==> config.mk <==
export PLATFORM = sky130hd
export DESIGN_NAME = sms_ctrl
export DESIGN_NICKNAME = d
export VERILOG_FILES = /design/src/hw/rtl/sms_pkg.sv /design/src/hw/rtl/sms_ctrl.sv
export SDC_FILE = /design/constraint.sdc
export NUM_CORES = 1
export LEC_CHECK = 0
export BUFFER_PORTS_ARGS = -buffer_cell sky130_fd_sc_hd__buf_4
export CORE_AREA = 2 2 39 41
export DETAILED_ROUTE_END_ITERATION = 10
export DIE_AREA = 0 0 41 43
export SLEW_MARGIN = 20
export SYNTH_ARGS = -nofsm -noshare
export SYNTH_HDL_FRONTEND = slang
export SYNTH_SLANG_ARGS = --single-unit
==> constraint.sdc <==
create_clock -name clk -period 1.08 [get_ports clk]
set_clock_uncertainty 0.1 [all_clocks]
set_input_delay 0.216 -clock clk [delete_from_list [all_inputs] [get_ports clk]]
set_output_delay 0.216 -clock clk [all_outputs]
set_load 0.05 [all_outputs]
==> src/hw/rtl/sms_pkg.sv <==
// Package with the shared constants and controller/datapath interface types of the sorter.
`default_nettype none

package sms_pkg;

    localparam int MAX_ELEMENTS_DEF = 64;
    localparam int DATA_W           = 32;

    // Commands from the controller to the datapath.
    typedef struct packed {
        logic load_phase;
        logic sort_start;
        logic seg_init;
        logic merge_step;
        logic seg_next;
        logic out_phase;
        logic out_load;
    } sms_cmd_t;

    // Status from the datapath to the controller.
    typedef struct packed {
        logic close_set;
        logic n_ge2;
        logic seg_last;
        logic sort_done;
        logic out_free;
        logic out_is_last;
    } sms_sts_t;

endpackage

`default_nettype wire

==> src/hw/rtl/sms_ctrl.sv <==
// Controller state machine that sequences loading, merge passes and output of the sorter.
`default_nettype none

module sms_ctrl (
    input  wire logic             clk,
    input  wire logic             rst_n,
    input  wire sms_pkg::sms_sts_t sts,
    output sms_pkg::sms_cmd_t     cmd
);

    typedef enum logic [2:0] {
        ST_LOAD,
        ST_SORT_START,
        ST_SEG_INIT,
        ST_MERGE_RD,
        ST_MERGE_WR,
        ST_SEG_NEXT,
        ST_OUT_RD,
        ST_OUT_LD
    } state_t;

    state_t state_reg;
    state_t state_next;

    always_comb
    begin
        state_next = state_reg;
        unique case (state_reg)
            ST_LOAD:
            begin
                if (sts.close_set)
                begin
                    state_next = ST_SORT_START;
                end
            end
            ST_SORT_START:
            begin
                state_next = sts.n_ge2 ? ST_SEG_INIT : ST_OUT_RD;
            end
            ST_SEG_INIT:
            begin
                state_next = ST_MERGE_RD;
            end
            ST_MERGE_RD:
            begin
                state_next = ST_MERGE_WR;
            end
            ST_MERGE_WR:
            begin
                state_next = sts.seg_last ? ST_SEG_NEXT : ST_MERGE_RD;
            end
            ST_SEG_NEXT:
            begin
                state_next = sts.sort_done ? ST_OUT_RD : ST_SEG_INIT;
            end
            ST_OUT_RD:
            begin
                state_next = ST_OUT_LD;
            end
            ST_OUT_LD:
            begin
                if (sts.out_free)
                begin
                    state_next = sts.out_is_last ? ST_LOAD : ST_OUT_RD;
                end
            end
            default:
            begin
                state_next = ST_LOAD;
            end
        endcase
    end

    always_ff @(posedge clk or negedge rst_n)
    begin
        if (!rst_n)
        begin
            state_reg <= ST_LOAD;
        end
        else
        begin
            state_reg <= state_next;
        end
    end

    always_comb
    begin
        cmd            = '0;
        cmd.load_phase = (state_reg == ST_LOAD);
        cmd.sort_start = (state_reg == ST_SORT_START);
        cmd.seg_init   = (state_reg == ST_SEG_INIT);
        cmd.merge_step = (state_reg == ST_MERGE_WR);
        cmd.seg_next   = (state_reg == ST_SEG_NEXT);
        cmd.out_phase  = (state_reg == ST_OUT_RD) || (state_reg == ST_OUT_LD);
        cmd.out_load   = (state_reg == ST_OUT_LD) && sts.out_free;
    end

endmodule

`default_nettype wire

==> results of run 1 <==
-- per-stage QoR --
step | setup WS (ns) | setup TNS [ns] | hold WS, ns | std cells | power (mW)
floorplan | -0.2657 | -1.441 | -0.1796 | 30 | 1.157
CTS | -0.3916 | -2.985 | 0.1477 | 77 | 2.160
global placement | -0.2198 | -1.431 | -0.09139 | 69 | 1.619
global route | -0.4278 | -3.433 | 0.1697 | 77 | 2.292
detailed placement | -0.2126 | -1.497 | -0.09291 | 69 | 1.637
finish | -0.3814 | -2.940 | 0.1558 | 77 | 2.162
-- layout make-up --
| cell class | instances | area (sq um) |
|---|---|---|
| fill | 144 | 779.5 |
| timing repair buffer | 29 | 284.0 |
| multi-input combinational | 23 | 187.7 |
| sequential | 3 | 78.83 |
| clock buffer | 4 | 26.28 |
| tap | 16 | 20.02 |
| inverter | 2 | 7.507 |
-- worst paths after layout --
kind,end,slack (ns),depth (start not counted),startpoint
setup / recovery,cmd[6],-0.38,3,state_reg[2]
hold / removal,state_reg[0],0.16,3,sts[5]
setup reg to reg,state_reg[2],-0.24,5,state_reg[0]
hold reg to reg,state_reg[0],0.58,2,state_reg[0]
max in group asynchronous,state_reg[1],0.57,2,rst_n
min in group asynchronous,state_reg[0],0.21,2,rst_n
-- power by group through the flow --
stage / combinational, mW / sequential (mW) / clock [mW]
after global routing: 1.78 / 0.293 / 0.218
after detailed placement: 1.37 / 0.267 / 0
after global placement: 1.36 / 0.263 / 0
after floorplan: 0.904 / 0.253 / 0
after CTS: 1.67 / 0.279 / 0.206
final: 1.68 / 0.280 / 0.199
-- critical path, stage by stage, from the launching register on --
cell and delay (ns):
dfrtp_2 0.42, buf_6 0.14, nor3_4 0.18, buf_6 0.18
-- cell families after synthesis --
family	Yosys count	synth area share
AOI/OAI and AO/OA	7	0.1895
xor gates and xnor gates	1	0.03685
DFF	3	0.3158
buffers and inverters	4	0.09995
and+or+nand+nor	15	0.3579
-- layer usage --
layer / track usage / part of all wire / vias to the layer above
li1: - / - / 168
met1: 0.1401 / 0.42 / 142
met2: 0.1719 / 0.53 / 10
met3: 0.04712 / 0.055 / 0
met4: 0.08000 / 0 / 0
met5: 0 / 0 / -
-- layout by cell type, fill, tap and decap left out, types with 2 or more instances in the layout --
cell       n
buf_8      3
a21oi_1    2
buf_4     14
dfrtp_2    3
buf_6     11
nor3_4     3
inv_2      2
nor2_1     3
clkbuf_4   3
nand2_1    2
and3_4     2
-- repair_timing --
item / in CTS / in global routing
gates resized for setup: 20 / 1
hold endpoints to repair: 3 / 0
setup endpoints to repair: 10 / 10
cloned: 0 / 0
pin swaps: 3 / 1
setup buffers: 3 / 0
hold buffers: 1 / 0
==> out/metrics.cfg, run 1 <==
[status]
status = complete, but fails checks
violations = negative setup slack

[critical_path]
required_ns = 0.76
arrival_ns = 1.15
path_class = reg -> out
cp-start-kind = register
worst_setup_path_end_kind = output pin
crit_fanout = 4

[global_route]
grt_antenna_before_repair = 0
grt_use_total = 0.1200
grt_pass1_wl_microns = 1338
grt_max_degree = 7
globalRouteOverflowTotal = 0
grt_pass1_vias = 337

[final_layout]
antenna-diode-count = 0
final_area_sq_um = 604.3
area_growth_pct = 154.2
final_nets = 70
drive_gt1_frac = 0.7377
post-route-util = 0.4367
largest_register_ffs = 3

[yosys]
synth_edf_count = 0
synth_top_area_frac = 0.3158
syn_inst = 30
yosysWarnings = 0
syn_avg_cell_area_sq_um = 7.924
synth_cell_types = 19
yosys.area.top_type = dfrtp_1
synth_ff_type = dfrtp_1
async_reset_ff_frac = 1.000
synth_common_cells = and3_1, dfrtp_1, nor2_1, nor3_1
synth_area_leaders = dfrtp_1, and3_1, nor3_1
synth_area_sq_um = 237.7
synth-seq-cells = 3
ys_seq_area_frac = 0.3158
synthesis.nets = 38

[sta]
max_freq_ghz = 0.6843
finalSetupViolations = 10
worst_slew_pin_slew_ns = 0.1712
finalWorstSetupSlack_ns = -0.3814
timing.final.crit_share = 1.353
rsz0062_at_grt = yes
max_slew_margin = 0.8859
drv_slew = 0
hold_viol = 0
fin_crit_ns = 1.461

[power_and_ir_drop]
combPwrFrac = 0.778
p_seq_frac = 0.130
power.switching_mw = 0.9840
peakVddDrop_v = 0.001307
p_per_area_nw_per_um2 = 3577
leakagePower_nw = 0.2796
clockPowerShare = 0.092
p_int_mw = 1.178
p_sw_frac = 0.4552

[floorplanning]
dieArea_sq_um = 1763
dieHeight_microns = 43
num_io_pins = 15
num_rows = 14
initial_core_util = 0.1718
die-width_microns = 41
core_sq_um = 1384

[drt]
wirelength_microns = 802
drtIter0Drc = 9
ant_nets = 0
firstDrtPassIters = 4
routed_via_density = 4.156
drc = 0
vias = 320
detail_route.wl_per_cell_microns = 10.42

[run]
cap_violations = 0

[cts]
cts_root_buffer = clkbuf_4
cts_tree = done
cts_buffers = 3
cts.sinks = 3
htree_levels = 1
clock_latency_ns = 0.23
cts_buffer_depth = 2
clk_pin_slew_worst_paths_ns = 0.04

[place]
io_buffers = 14
gp_congestion = 0.8341
hpwl_microns = 576.9
placed_area_sq_um = 475.5

[min_path]
hold_class = in -> reg

Power figures use the tool's default switching activity.
==> run 2, diff against run 1 <==
Clock period 1.08 ns to 1.8 ns, I/O delays scaled along.
==> run 2 against run 1 <==
  * The flow now finishes without violations
  * Core utilization fell by 16 points
  * Non-clock buffer count shrank 14
  * Critical path type unchanged
  * Sequential power down 27%
  * Register-to-register slack improved by 0.81 ns
  * Clock-buffer cell count unchanged
  * Combinational power fell by 70%
  * Critical path depth unchanged
  * Final cell count down 18%
  * Global-route usage shrank 1.5 points
  * Die area unchanged
==> out/metrics.cfg, run 2 (synthesis results as in run 1) <==
[final_layout]
area_growth_pct = 62.11  ; was 154.2%
antenna-diode-count = 0  ; unchanged
final_nets = 56  ; was 70
drive_gt1_frac = 0.4681  ; was 0.7377
largest_register_ffs = 3  ; unchanged
fillers = 161  ; was 144
stdcell_count = 63  ; was 77
layout_common_cells = buf_4, nor3_1, and3_1, nor2_1, clkbuf_4  ; was buf_4, buf_6
mostFrequentLayoutCell = buf_4  ; unchanged
post-route-util = 0.2785  ; was 0.4367
final_area_sq_um = 385.4  ; was 604.3 sq um

[sta]
timing.final.crit_share = 0.9466
hold_viol = 0  ; unchanged
worst_slew_pin_slew_ns = 0.3921  ; was 0.1712 ns
drv_slew = 0  ; unchanged
finalSetupViolations = 0  ; was 10
max_freq_ghz = 0.5869
tns_ns = 0  ; was -2.940 ns
fin_crit_ns = 1.704
max_slew_margin = 0.7386  ; was 0.8859
rsz0062_at_grt = no  ; was yes

[critical_path]
reg2reg_depth = 3  ; was 5
required_ns = 1.34  ; was 0.76 ns
rr_startpoint = state_reg[0]  ; unchanged
r2r-end = state_reg[2]  ; unchanged
arrival_ns = 1.24  ; was 1.15 ns
cp-start-kind = register  ; unchanged
crit_fanout = 11  ; was 4
path_class = reg -> out  ; unchanged
critPathLaunch = state_reg[1]  ; was state_reg[2]
r2r_slack_ns = 0.57  ; was -0.24 ns
worst_setup_path_end_kind = output pin  ; unchanged
crit_path_end = cmd[0]  ; was cmd[6]

[drt]
vias = 279  ; was 320
drc = 0  ; unchanged
firstDrtPassIters = 3  ; was 4
ant_nets = 0  ; unchanged
wirelength_microns = 662  ; was 802 microns
detail_route.wl_per_cell_microns = 10.51  ; was 10.42 microns
drtIter0Drc = 12  ; was 9
routed_via_density = 4.429  ; was 4.156

[global_route]
grt_pass1_wl_microns = 1131  ; was 1338 microns
grt_max_degree = 15  ; was 7
grt_use_total = 0.1045  ; was 0.1200
globalRouteOverflowTotal = 0  ; unchanged
grt_antenna_before_repair = 0  ; unchanged
grt_pass1_vias = 264  ; was 337

[power_and_ir_drop]
peakVddDrop_v = 0.0006968  ; was 0.001307 V
total_power_mw = 0.8231  ; was 2.162 mW
p_per_area_nw_per_um2 = 2136  ; was 3577 nW/um^2
leakagePower_nw = 0.1881  ; was 0.2796 nW

[floorplanning]
initial_core_util = 0.1718  ; unchanged
num_rows = 14  ; unchanged
die-width_microns = 41  ; unchanged
core_sq_um = 1384  ; unchanged
dieArea_sq_um = 1763  ; unchanged
dieHeight_microns = 43  ; unchanged
num_io_pins = 15  ; unchanged

[cts]
cts_buffers = 3  ; unchanged
cts.sinks = 3  ; unchanged
cts_buffer_depth = 2  ; unchanged
cts_tree = done  ; unchanged
cts_setup_buffers = 0  ; was 3
cts_root_buffer = clkbuf_4  ; unchanged
htree_levels = 1  ; unchanged
clock_latency_ns = 0.23  ; about the same
clk_pin_slew_worst_paths_ns = 0.04  ; about the same

[status]
status = finished clean  ; was complete, but fails checks

[place]
hpwl_microns = 486.8  ; was 576.9 microns
dp.cells = 58  ; was 69
placed_area_sq_um = 346.6  ; was 475.5 sq um
io_buffers = 14  ; unchanged
gp_congestion = 0.6850  ; was 0.8341

[min_path]
hold_class = in -> reg  ; unchanged

[run]
cap_violations = 0  ; unchanged

==> run 2: worst max-delay path, stage by stage (launching register included) <==
cell and delay, ns:
dfrtp_2 0.47, and2_4 0.19, and3_1 0.17, buf_4 0.18
==> run 2: cell type report <==
class,count,area [sq um],share of cell area
clock buffers,4,26.28,0.06818
inverters,2,7.507,0.01948
multi-input cells,23,138.9,0.3604
flip-flops and latches,3,77.57,0.2013
well taps,16,20.02,0.05195
repair buffers,15,115.1,0.2987
==> run 2: how the worst min path moves through the flow <==
stage | start | end | slack [ns] | cells after the start
finish | sts[5] | state_reg[0] | 0.29 | 3
global route | sts[5] | state_reg[0] | 0.32 | 3
CTS | sts[5] | state_reg[0] | 0.29 | 3
detailed placement | rst_n | state_reg[2] | 0.05 | 1
global placement | rst_n | state_reg[2] | 0.05 | 1
floorplan | rst_n | state_reg[0] | -0.04 | 0
==> run 2: routing by layer <==
layer,GRT usage,vias to the layer above,routed length [microns]
met5,0,-,0
met3,0.05759,0,49
li1,-,143,-
met1,0.1323,126,306
met4,0.1000,0,0
met2,0.1156,10,307
==> run 2: repair_timing <==
item | in CTS | in global routing
hold buffers | 1 | 0
endpoints found under the hold margin | 3 | 0
resized for setup | 0 | 2
setup endpoints to repair | 0 | 3
==> run 2: where the power goes <==
part / internal (mW) / switching, mW
Sequential: 0.109 / 0.0963
Combinational: 0.188 / 0.313
Clock: 0.0830 / 0.0343
Total: 0.380 / 0.443
==> run 2: metrics by stage <==
stage | hold WS, ns | setup slack [ns]
finish | 0.2920 | 0.09610
global route | 0.3227 | 0.02987
CTS | 0.2884 | 0.01073
detailed placement | 0.04979 | 0.2601
global placement | 0.04968 | 0.2912
floorplan | -0.03559 | -0.2691
